File: src/sv/skg_pkg.sv
// Shared constants, types and the CORDIC angle table for the sinc kernel generator.
// No dependencies.
package skg_pkg;

   localparam int MAX_TAPS     = 64;
   localparam int FRAC_BITS    = 16;
   localparam int CORDIC_STEPS = 24;
   localparam int TAP_W        = 6;
   localparam int SIZE_W       = 7;
   localparam int FRAC_W       = FRAC_BITS + 1;
   localparam int COEF_W       = 18;
   localparam int XR_W         = FRAC_BITS + 8;
   localparam int STEP_W       = 5;
   localparam int CW           = 34;
   localparam int DEN_W        = 40;
   localparam int NUM_W        = 48;
   localparam int QCNT_W       = 6;

   localparam logic [31:0] PI_Q30          = 32'd3373259426;
   localparam logic [CW-1:0] CORDIC_GAIN   = CW'(652032874);
   localparam logic [FRAC_W-1:0] ONE       = FRAC_W'(1) << FRAC_BITS;
   localparam logic [COEF_W-1:0] COEF_ONE  = COEF_W'(65536);
   localparam logic [NUM_W-1:0] COEF_MAX   = NUM_W'(131071);

   // Controller to datapath commands
   typedef struct packed {
      logic load;       // capture fraction and size
      logic tap_setup;  // form x for current tap
      logic cordic_step;
      logic den_mult;
      logic div_init;
      logic div_step;
      logic finish;     // form coefficient into output register
      logic next_tap;
   } skg_cmd_type;

   // Datapath to controller status
   typedef struct packed {
      logic size_zero;
      logic special;    // x zero or integer: no sine needed
      logic last;
      logic cordic_done;
      logic div_done;
   } skg_sts_type;

   function automatic logic [31:0] atan_turn(input logic [STEP_W-1:0] k);
      logic [31:0] r;
      unique case (k)
         5'd0:  r = 32'd536870912;  5'd1:  r = 32'd316933406;
         5'd2:  r = 32'd167458907;  5'd3:  r = 32'd85004756;
         5'd4:  r = 32'd42667331;   5'd5:  r = 32'd21354465;
         5'd6:  r = 32'd10679838;   5'd7:  r = 32'd5340245;
         5'd8:  r = 32'd2670163;    5'd9:  r = 32'd1335087;
         5'd10: r = 32'd667544;     5'd11: r = 32'd333772;
         5'd12: r = 32'd166886;     5'd13: r = 32'd83443;
         5'd14: r = 32'd41722;      5'd15: r = 32'd20861;
         5'd16: r = 32'd10430;      5'd17: r = 32'd5215;
         5'd18: r = 32'd2608;       5'd19: r = 32'd1304;
         5'd20: r = 32'd652;        5'd21: r = 32'd326;
         5'd22: r = 32'd163;        5'd23: r = 32'd81;
         default: r = 32'd0;
      endcase
      return r;
   endfunction

endpackage

File: src/sv/sinc_kernel_generator_unit.sv
// Per tap: setup, 24 CORDIC rotations, multiply, divider init, 48 divider bits, finish;
// at an integer position the sine, multiply and division are skipped.
// One request at a time; each tap result is held until rsp_ready is seen,
// and a request yields up to 64 taps.
// Reset: synchronous; tap count returns to 16, controller to idle.
module sinc_kernel_generator_unit (
   input  logic        clock,
   input  logic        reset,
   input  logic        csr_valid,
   output logic        csr_ready,
   input  logic [6:0]  csr_tap_count,
   input  logic        req_valid,
   output logic        req_ready,
   input  logic [16:0] req_fraction,
   output logic        rsp_valid,
   input  logic        rsp_ready,
   output logic signed [17:0] rsp_coefficient,
   output logic [5:0]  rsp_tap_index,
   output logic        rsp_last_tap
);

   skg_pkg::skg_cmd_type cmd;
   skg_pkg::skg_sts_type sts;
   logic [skg_pkg::SIZE_W-1:0] size_ff;

   // Hold configuration register
   always_ff @(posedge clock) begin
      if (reset) size_ff <= skg_pkg::SIZE_W'(16);
      else if (csr_valid) size_ff <= csr_tap_count;
   end
   assign csr_ready = 1'b1;

   skg_control u_ctl (
      .clock, .reset, .req_valid, .req_ready, .rsp_valid, .rsp_ready,
      .cmd, .sts
   );

   skg_datapath u_dp (
      .clock, .reset, .cmd, .sts,
      .fraction(req_fraction), .tap_count(size_ff),
      .coefficient(rsp_coefficient), .tap_index(rsp_tap_index),
      .last_tap(rsp_last_tap)
   );

endmodule

File: src/sv/skg_datapath.sv
// Datapath for the sinc kernel generator: tap position, CORDIC sine,
// denominator multiply and radix-2 divider. Depends on skg_pkg.
module skg_datapath (
   input  logic                          clock,
   input  logic                          reset,
   input  skg_pkg::skg_cmd_type          cmd,
   output skg_pkg::skg_sts_type          sts,
   input  logic [skg_pkg::FRAC_W-1:0]    fraction,
   input  logic [skg_pkg::SIZE_W-1:0]    tap_count,
   output logic signed [skg_pkg::COEF_W-1:0] coefficient,
   output logic [skg_pkg::TAP_W-1:0]     tap_index,
   output logic                          last_tap
);

   logic [skg_pkg::FRAC_W-1:0] a_ff, a_in;
   logic [skg_pkg::SIZE_W-1:0] size_ff, size_in;
   logic [skg_pkg::SIZE_W-1:0] tap_ff, tap_in;
   logic [skg_pkg::XR_W-1:0]   ax_ff, ax_in;
   logic                       odd_ff, odd_in;
   logic                       spec_ff, spec_in;
   logic                       zero_ff, zero_in;
   logic signed [skg_pkg::CW-1:0] cx_ff, cx_in, cy_ff, cy_in, z_ff, z_in;
   logic [skg_pkg::STEP_W-1:0] k_ff, k_in;
   logic [skg_pkg::DEN_W-1:0]  den_ff, den_in;
   logic [skg_pkg::NUM_W-1:0]  rem_ff, rem_in, quo_ff, quo_in, num_ff, num_in;
   logic [skg_pkg::QCNT_W-1:0] qc_ff, qc_in;
   logic signed [skg_pkg::COEF_W-1:0] coef_ff, coef_in;
   logic [skg_pkg::TAP_W-1:0]  oidx_ff, oidx_in;
   logic                       olast_ff, olast_in;

   logic signed [skg_pkg::XR_W-1:0] x_raw;
   logic [skg_pkg::XR_W-1:0]   ax_c;
   logic [skg_pkg::FRAC_BITS-1:0] f_c, g_c;
   logic signed [skg_pkg::CW-1:0] dx, dy;
   logic [skg_pkg::NUM_W-1:0]  rem_sh;
   logic [71:0]                prod;
   logic [skg_pkg::SIZE_W-1:0] size_eff;

   // Form tap position: x = (2i - size + 2) * half - a
   always_comb begin
      x_raw = skg_pkg::XR_W'((skg_pkg::XR_W'(signed'({1'b0, tap_ff})) * 2
              - skg_pkg::XR_W'(size_ff) + 2)
              * (skg_pkg::XR_W'(1) << (skg_pkg::FRAC_BITS - 1))
              - skg_pkg::XR_W'(a_ff));
      ax_c  = x_raw[skg_pkg::XR_W-1] ? skg_pkg::XR_W'(-x_raw) : skg_pkg::XR_W'(x_raw);
      f_c   = ax_c[skg_pkg::FRAC_BITS-1:0];
      g_c   = (f_c <= (skg_pkg::FRAC_BITS'(1) << (skg_pkg::FRAC_BITS - 1))) ? f_c
              : skg_pkg::FRAC_BITS'(-f_c);
   end

   assign dx     = cy_ff >>> k_ff;
   assign dy     = cx_ff >>> k_ff;
   assign prod   = 72'(ax_ff) * 72'(skg_pkg::PI_Q30);
   assign rem_sh = {rem_ff[skg_pkg::NUM_W-2:0], num_ff[skg_pkg::NUM_W-1]};
   assign size_eff = (tap_count > skg_pkg::SIZE_W'(skg_pkg::MAX_TAPS))
                     ? skg_pkg::SIZE_W'(skg_pkg::MAX_TAPS) : tap_count;

   always_comb begin
      a_in = a_ff; size_in = size_ff; tap_in = tap_ff; ax_in = ax_ff;
      odd_in = odd_ff; spec_in = spec_ff; zero_in = zero_ff;
      cx_in = cx_ff; cy_in = cy_ff; z_in = z_ff; k_in = k_ff;
      den_in = den_ff; rem_in = rem_ff; quo_in = quo_ff; num_in = num_ff;
      qc_in = qc_ff; coef_in = coef_ff; oidx_in = oidx_ff; olast_in = olast_ff;
      // Capture request, saturate fraction
      if (cmd.load) begin
         a_in    = (fraction > skg_pkg::ONE) ? skg_pkg::ONE : fraction;
         size_in = size_eff;
         tap_in  = '0;
      end
      // Latch position and seed CORDIC
      if (cmd.tap_setup) begin
         ax_in   = ax_c;
         odd_in  = ax_c[skg_pkg::FRAC_BITS];
         zero_in = (ax_c == '0);
         spec_in = (f_c == '0);
         cx_in   = skg_pkg::CORDIC_GAIN;
         cy_in   = '0;
         z_in    = skg_pkg::CW'(g_c) << (31 - skg_pkg::FRAC_BITS);
         k_in    = '0;
      end
      // One CORDIC rotation
      if (cmd.cordic_step) begin
         if (!z_ff[skg_pkg::CW-1]) begin
            cx_in = cx_ff - dx; cy_in = cy_ff + dy;
            z_in  = z_ff - skg_pkg::CW'(skg_pkg::atan_turn(k_ff));
         end else begin
            cx_in = cx_ff + dx; cy_in = cy_ff - dy;
            z_in  = z_ff + skg_pkg::CW'(skg_pkg::atan_turn(k_ff));
         end
         k_in = k_ff + 1'b1;
      end
      // Denominator pi*|x| in Q30
      if (cmd.den_mult) begin
         den_in = skg_pkg::DEN_W'(prod >> skg_pkg::FRAC_BITS);
         if (den_in == '0) den_in = skg_pkg::DEN_W'(1);
      end
      // Rounded numerator; divider starts
      if (cmd.div_init) begin
         num_in = (cy_ff[skg_pkg::CW-1] ? '0
                  : (skg_pkg::NUM_W'(cy_ff) << 16)) + skg_pkg::NUM_W'(den_ff >> 1);
         rem_in = '0;
         quo_in = '0;
         qc_in  = '0;
      end
      // One restoring division bit
      if (cmd.div_step) begin
         if (rem_sh >= skg_pkg::NUM_W'(den_ff)) begin
            rem_in = rem_sh - skg_pkg::NUM_W'(den_ff);
            quo_in = {quo_ff[skg_pkg::NUM_W-2:0], 1'b1};
         end else begin
            rem_in = rem_sh;
            quo_in = {quo_ff[skg_pkg::NUM_W-2:0], 1'b0};
         end
         num_in = {num_ff[skg_pkg::NUM_W-2:0], 1'b0};
         qc_in  = qc_ff + 1'b1;
      end
      // Output register
      if (cmd.finish) begin
         if (zero_ff)
            coef_in = skg_pkg::COEF_ONE;
         else if (spec_ff)
            coef_in = '0;
         else begin
            coef_in = (quo_ff > skg_pkg::COEF_MAX) ? skg_pkg::COEF_W'(skg_pkg::COEF_MAX)
                      : skg_pkg::COEF_W'(quo_ff);
            if (odd_ff) coef_in = -coef_in;
         end
         oidx_in  = tap_ff[skg_pkg::TAP_W-1:0];
         olast_in = (tap_ff + 1'b1 == size_ff);
      end
      if (cmd.next_tap)
         tap_in = tap_ff + 1'b1;
   end

   always_ff @(posedge clock) begin
      if (reset) begin
         k_ff  <= '0;
         qc_ff <= '0;
      end else begin
         k_ff  <= k_in;
         qc_ff <= qc_in;
      end
      a_ff <= a_in; size_ff <= size_in; tap_ff <= tap_in; ax_ff <= ax_in;
      odd_ff <= odd_in; spec_ff <= spec_in; zero_ff <= zero_in;
      cx_ff <= cx_in; cy_ff <= cy_in; z_ff <= z_in;
      den_ff <= den_in; rem_ff <= rem_in; quo_ff <= quo_in; num_ff <= num_in;
      coef_ff <= coef_in; oidx_ff <= oidx_in; olast_ff <= olast_in;
   end

   assign sts.size_zero   = (size_eff == '0);
   assign sts.special     = spec_ff;
   assign sts.last        = (tap_ff + 1'b1 == size_ff);
   assign sts.cordic_done = (k_ff == skg_pkg::STEP_W'(skg_pkg::CORDIC_STEPS - 1));
   assign sts.div_done    = (qc_ff == skg_pkg::QCNT_W'(skg_pkg::NUM_W - 1));
   assign coefficient = coef_ff;
   assign tap_index   = oidx_ff;
   assign last_tap    = olast_ff;

   // Divider never runs past its width
   assert property (@(posedge clock) disable iff (reset)
      cmd.div_step && sts.div_done |=> qc_ff == '0 || !cmd.div_step)
      else $error("divider overrun");
   assert property (@(posedge clock) disable iff (reset)
      cmd.finish && !zero_ff && !spec_ff && odd_ff |=> coefficient <= 0)
      else $error("odd lobe not negative");
   assert property (@(posedge clock) disable iff (reset)
      cmd.finish && zero_ff |=> coefficient == skg_pkg::COEF_ONE)
      else $error("center tap not one");

endmodule

File: src/sv/skg_control.sv
// Controller state machine for the sinc kernel generator.
// Sequences the datapath per tap. Depends on skg_pkg.
module skg_control (
   input  logic                 clock,
   input  logic                 reset,
   input  logic                 req_valid,
   output logic                 req_ready,
   output logic                 rsp_valid,
   input  logic                 rsp_ready,
   output skg_pkg::skg_cmd_type cmd,
   input  skg_pkg::skg_sts_type sts
);

   typedef enum logic [2:0] {
      S_IDLE, S_SETUP, S_CORDIC, S_DEN, S_DINIT, S_DIV, S_FIN, S_OUT
   } state_type;

   state_type state_ff, state_in;
   logic      last_ff, last_in;

   always_comb begin
      state_in = state_ff;
      last_in  = last_ff;
      cmd      = '0;
      unique case (state_ff)
         S_IDLE: if (req_valid) begin
            cmd.load = 1'b1;
            if (!sts.size_zero) state_in = S_SETUP;
         end
         S_SETUP: begin
            cmd.tap_setup = 1'b1;
            state_in = S_CORDIC;
         end
         S_CORDIC: begin
            // skip sine on integer positions
            if (sts.special) state_in = S_FIN;
            else begin
               cmd.cordic_step = 1'b1;
               if (sts.cordic_done) state_in = S_DEN;
            end
         end
         S_DEN: begin
            cmd.den_mult = 1'b1;
            state_in = S_DINIT;
         end
         S_DINIT: begin
            cmd.div_init = 1'b1;
            state_in = S_DIV;
         end
         S_DIV: begin
            cmd.div_step = 1'b1;
            if (sts.div_done) state_in = S_FIN;
         end
         S_FIN: begin
            cmd.finish = 1'b1;
            cmd.next_tap = 1'b1;
            last_in = sts.last;
            state_in = S_OUT;
         end
         S_OUT: if (rsp_ready) state_in = last_ff ? S_IDLE : S_SETUP;
         default: state_in = S_IDLE;
      endcase
   end

   always_ff @(posedge clock) begin
      if (reset) begin
         state_ff <= S_IDLE;
         last_ff  <= 1'b0;
      end else begin
         state_ff <= state_in;
         last_ff  <= last_in;
      end
   end

   assign req_ready = (state_ff == S_IDLE);
   assign rsp_valid = (state_ff == S_OUT);

   assert property (@(posedge clock) disable iff (reset)
      !(req_ready && rsp_valid)) else $error("accept during output");
   assert property (@(posedge clock) disable iff (reset)
      rsp_valid && rsp_ready && last_ff |=> req_ready) else $error("no return to idle");
   assert property (@(posedge clock) disable iff (reset)
      $onehot0({cmd.cordic_step, cmd.div_step, cmd.finish})) else $error("cmd overlap");

endmodule
File: config.mk
export PLATFORM = sky130hd
export DESIGN_NAME = sinc_kernel_generator_unit
export DESIGN_NICKNAME = d
export VERILOG_FILES = /design/src/sv/skg_pkg.sv /design/src/sv/sinc_kernel_generator_unit.sv /design/src/sv/skg_datapath.sv /design/src/sv/skg_control.sv
export SDC_FILE = /design/constraint.sdc
export NUM_CORES = 2
export LEC_CHECK = 0
export ABC_AREA = 1
export BUFFER_PORTS_ARGS = -buffer_cell sky130_fd_sc_hd__buf_4
export CAP_MARGIN = 20
export CORE_UTILIZATION = 40
export DETAILED_ROUTE_END_ITERATION = 8
export SLEW_MARGIN = 5
export SYNTH_ARGS = -nofsm -noshare
export SYNTH_HDL_FRONTEND = slang
export SYNTH_HIERARCHICAL = 1
export SYNTH_SLANG_ARGS = --single-unit
File: constraint.sdc
create_clock -name clock -period 15.7 [get_ports clock]
set_input_delay 2.355 -clock clock [delete_from_list [all_inputs] [get_ports clock]]
set_output_delay 2.355 -clock clock [all_outputs]
set_load 0.005 [all_outputs]
Word level (Yosys, flattened, before mapping)
Memory sizes are Yosys's and may differ from the RTL's. A register that Yosys moved wholly into a read port is not among the register bits. Cells that the tools add are included.

Register bits: 390. Memories: 2. Output and inout port bits: 28. Memory bits (read-only): 1920.

Add/sub/neg operators: 17. Shift-type cells: 2. Muxes and demuxes: 54. Eq/ne operators: 15. $mul: 1. $lt $le $gt $ge: 5. Reduce and logical (&&, ||, !) cells: 10.

Memory list: (no name shown) (depth 32, width 30, read ports 1, clocked after memory_dff 1, write ports 0, line skg_pkg.sv:48) `unique case (k)`; (no name shown) (depth 32, width 30, read ports 1, clocked after memory_dff 1, write ports 0, line skg_pkg.sv:48).

Operator list (number): 2-to-1 mux 34 bit (9); 2-to-1 mux 48 bit (5); 2-to-1 mux 32 bit (4); 2-to-1 mux 47 bit (2); adder 34 bit (2); >>> shifter 34 x 5 -> 34 bit (2); subtractor 34 bit (2); multiplier 24 x 31 -> 55 bit (second input constant) (1); adder 48 x 39 -> 48 bit (1); greater-or-equal comparator 48 x 40 -> 1 bit (1); > comparator 48 x 17 -> 1 bit (second input constant) (1); subtractor 47 x 40 -> 47 bit (1); zero test 40 bit (1); 2-to-1 mux 18 bit (2); adder 34 x 32 -> 34 bit (1); subtractor 34 x 32 -> 34 bit (1); 2-to-1 mux 5 bit (6); zero test 24 bit (1); 2-to-1 mux 24 bit (1); negator 24 bit (1); case mux 3 bit (8 select lines) (1); subtractor 24 x 17 -> 24 bit (1); 2-to-1 mux 7 bit (3); 2-to-1 mux 3 bit (6); other kinds (30) (48).

Longest topological paths before layout
Depth after elaboration: 9. Gate-level depth with buffers: 35. Mapped depth without buffers: 33.

By module
Netlist, hierarchy kept.

Modules (own cells, without submodules): skg_datapath (instances 1, sequential area each 11831.3 um2, area an instance 46321.9 um2, cells each 6243); skg_control (instances 1, sequential area each 80.1 um2, area an instance 345.3 um2, cells each 59); sinc_kernel_generator_unit (instances 1, sequential area each 140.1 um2, area an instance 295.3 um2, cells each 45).

Worst setup path before layout
Ideal clock, no wire load.

Kind: register to register. Start point: register u_dp/ax_ff[10] (netlist bit). End point: register u_dp/den_ff[0] (netlist bit), data pin. Data arrival time: 6091 ps. Slack: 9352 ps. Required time: 15443 ps. Period minus slack after synthesis: 6348 ps. Library setup time: 257 ps. Stages on the path, launching flop included: 28. Cells stage by stage: edfxtp_1 -> inv_1 -> fa_1 -> fa_1 -> inv_1 -> fa_1 -> inv_1 -> fa_1 -> fa_1 -> inv_1 -> fa_1 -> inv_1 -> fa_1 -> inv_1 -> ha_1 -> a21oi_1 -> a21boi_0 -> o21ai_0 -> a21oi_1 -> nand2_1 -> nand2_1 -> nand2_1 -> xor2_1 -> nor2_1 -> nand2_1 -> nor2_1 -> nand4_1 -> nand2_1.

Longest elaborated chain between the ends: 2.

RTL lines: start: declaration (line skg_datapath.sv:18) `logic [skg_pkg::XR_W-1:0] ax_ff, ax_in;`; start signal: assignment (line skg_datapath.sv:143) `a_ff <= a_in; size_ff <= size_in; tap_ff <= tap_in; ax_ff <= ax_in;`; multiplier 24 x 31 -> 55 bit * (line skg_datapath.sv:53) `assign prod = 72'(ax_ff) * 72'(skg_pkg::PI_Q30);`; zero test 40 bit (line skg_datapath.sv:95) `if (den_in == '0) den_in = skg_pkg::DEN_W'(1);`; end signal: assignment (line skg_datapath.sv:146) `den_ff <= den_in; rem_ff <= rem_in; quo_ff <= quo_in; num_ff <= num_in;`; end: declaration (line skg_datapath.sv:24) `logic [skg_pkg::DEN_W-1:0] den_ff, den_in;`.

Mark *: on every way between the ends. The rest lies on a longest branch, timed or not. A chain may end at the register's enable or synchronous reset.

Final worst setup path
Start point: register u_dp/ax_ff[6] (netlist bit). End point: register u_dp/den_ff[0] (netlist bit), data pin.

Same word-level chain as after synthesis.

==> flow_summary.yaml <==
detailed_routing:
  drt_iter0_drc: 2800
  avgViaCountPerCell: 5.26
  num_vias: 41600
  wl_per_cell_microns: 17.6
  routed_wl_mm: 139
  drt_first_pass_iters: 6
  ant_nets: 0
  drc: 0
timing:
  tns_ps: 0
  fmax_ghz: 0.137
  relSlewSlack: 0.345
  finalMaxSlewViolations: 0
  layout_min_cycle_time_ps: 7300
  finalCritPeriodShare: 0.465
  finalSetupViolCount: 0
  clock_skew_ps: 45.0
  hold_viol_final: 0
  tightest_slew_ps: 982
  rsz0062_at_grt: "false"
layout:
  areaGrowthSynthToFinish_pct: 7.76
  nets: 7087
  final_cell_mix: "1381 x nand2_1, 1043 x inv_1, 595 x nor2_1, 489 x a21oi_1, 470 x ha_1"
  finalInstanceArea_sq_um: 50600
  drive_gt1_frac: 0.0428
  final_common_cell: "nand2_1"
synth:
  ys_seq_elements: 419
  synth_cells: 6347
  yosysTopAreaCell: "edfxtp_1"
  synth-seq-area-share: 0.257
  synth_flop_cell: "edfxtp_1"
  avgSynthCellArea_sq_um: 7.40
  ys_warn_count: 6
  synth_top_area_share: 0.234
  async_flop_share: 0
  syn_area_sq_um: 47000
  synth_edf_count: 366
  synthTopCellsByArea: "edfxtp_1 23%, ha_1 13%, nand2_1 11%"
  yosysUniqueCellTypes: 75
  synth_nets: 7097
setup_path:
  cp_slowest_cell: "edfxtp_1"
  path_delay_family: "adder cells"
  crit_type: "register to register"
  reg2reg_depth: 27
  crit_top_cell: "inv_1"
  end_kind: "register"
  max_stage_delay_ps: 620
  cp.depth: 27
  timing.critical_path.buf_inv: 8
  arrival_ps: 7710
  cp_max_fo: 8
  cp.required_ps: 16110
  startpoint_type: "register"
floorplan:
  die_area_sq_um: 119000
  ioPinCount: 57
  start_util: 0.404
  die_y_microns: 345
  fp-row-count: 125
  die_w_microns: 345
  core_sq_um: 116000
grt:
  grt_use_total: 0.234
  grt_remaining_overflow: 0
  grt_pass1_wl_mm: 220
  antenna_found_initial: 2
  grt_max_degree: 89
  grt_pass1_vias: 40600
job:
  cap_violations: 0
place:
  hpwl_mm: 113
  port_buffers: 55
  gp_congestion: 0.985
  placed_cell_area_sq_um: 48800
clocking:
  clock_path_buffers: 3
  numCtsBuffers: 54
  path_clk_slew_ps: 60
  cts.sinks: 419
  cts_htree_levels: 2
  cts_tree: "done"
  cts_root_buffer: "clkbuf_16"
  cts_hold_buf: 0
  ctsResizeCount: 0
  worstSkewPairLatency_ps: 690
  postCtsSetupBuffers: 0
hold_path:
  hold_path_class: "register to register"
  hold_depth: 2
status:
  outcome: "finished, final reports clean"
-- metrics by stage --
stage               hold slack (ps)   util  cells  worst slack [ps]
floorplan                       438      -   6347              9350
global placement                458  0.419   7804              8610
detailed placement              465  0.419   7804              8550
CTS                             472  0.435   7906              8500
global route                    503  0.435   7907              8020
finish                          472  0.435   7908              8400
-- cell usage after synthesis, drive strengths merged (2+ instances only) --
cell type and n:
a221oi 2, and3 7, o21a 43, clkbuf 64
xnor2 71, o221ai 8, ha 470, xor2 138
a22oi 2, dfxtp 53, nor2 621, fa 251
o221a 2, inv 1062, a21o 29, nor4 38
a31o 3, o31ai 10, nand3 364, clkinv 2
a211oi 9, a21boi 8, o21bai 17, nor3 70
o22ai 6, edfxtp 366, and2 2, a31oi 36
or2 19, a41oi 2, a32o 3, buf 84
o311ai 4, o2111ai 3, o21ai 471, nand3b 8
nand2 1403, o211ai 38, nand4 54, a22o 2
a21oi 491
-- layer usage --
metal  vias up  part of all wire  track usage
li1      20900                 -            -
met1     19500              0.46        0.317
met2      1017              0.46        0.386
met3       220             0.051       0.0317
met4         2             0.030       0.0684
met5         -          0.000093            0
-- layout make-up --
class                      count  area [sq um]
clock buffer                  71          1530
clock inverter                31           265
multi-input combinational   4716         30200
timing repair buffer          82           616
antenna                        1          2.50
inverter                    1064          4010
sequential                   419         12100
tap                         1524          1910
fill                       12100         65800
-- kinds of logic after synthesis --
group / after synthesis / synth area share
AND/OR/NAND/NOR: 2589 / 0.231
XOR/XNOR: 209 / 0.0394
buffers and inverters: 1212 / 0.100
multiplexers: 1 / 0.000213
flip-flops: 419 / 0.257
other: 1 / 0.0000799
adder cells (fa/ha/maj): 721 / 0.232
AO/OA/AOI/OAI: 1195 / 0.140
-- final timing paths --
check / startpoint / to / slack [ps]
setup reg to reg: u_dp/ax_ff[6]$_DFFE_PP_ / u_dp/den_ff[0]$_SDFFCE_PN1P_ / 8400
hold / removal: size_ff[1]$_SDFFE_PP0P_ / size_ff[1]$_SDFFE_PP0P_ / 470
setup / recovery: u_dp/ax_ff[6]$_DFFE_PP_ / u_dp/den_ff[0]$_SDFFCE_PN1P_ / 8400
hold reg to reg: size_ff[1]$_SDFFE_PP0P_ / size_ff[1]$_SDFFE_PP0P_ / 470
-- registers in the layout (all words and copies together) (netlist names), 17 cells and up, named ones only --
register / count
u_dp/a_ff: 17
u_dp/coefficient: 18
u_dp/rem_ff: 47
u_dp/cx_ff: 34
u_dp/den_ff: 40
u_dp/cy_ff: 34
u_dp/z_ff: 34
u_dp/quo_ff: 48
u_dp/ax_ff: 24
u_dp/num_ff: 48
-- worst reg2reg max path, delay by kind of cell, from the launching register on --
kind	cells	cell delay, ps
XOR/XNOR	1	240
AND/OR/NAND/NOR	5	350
buffers and inverters	8	620
flip-flops	1	620
AO/OA/AOI/OAI	5	1200
adder cells (fa/ha/maj)	8	3980
Power is left out: the tool's default activity adds up to more than one toggle a clock period on the data nets, which glitch-free logic cannot reach.
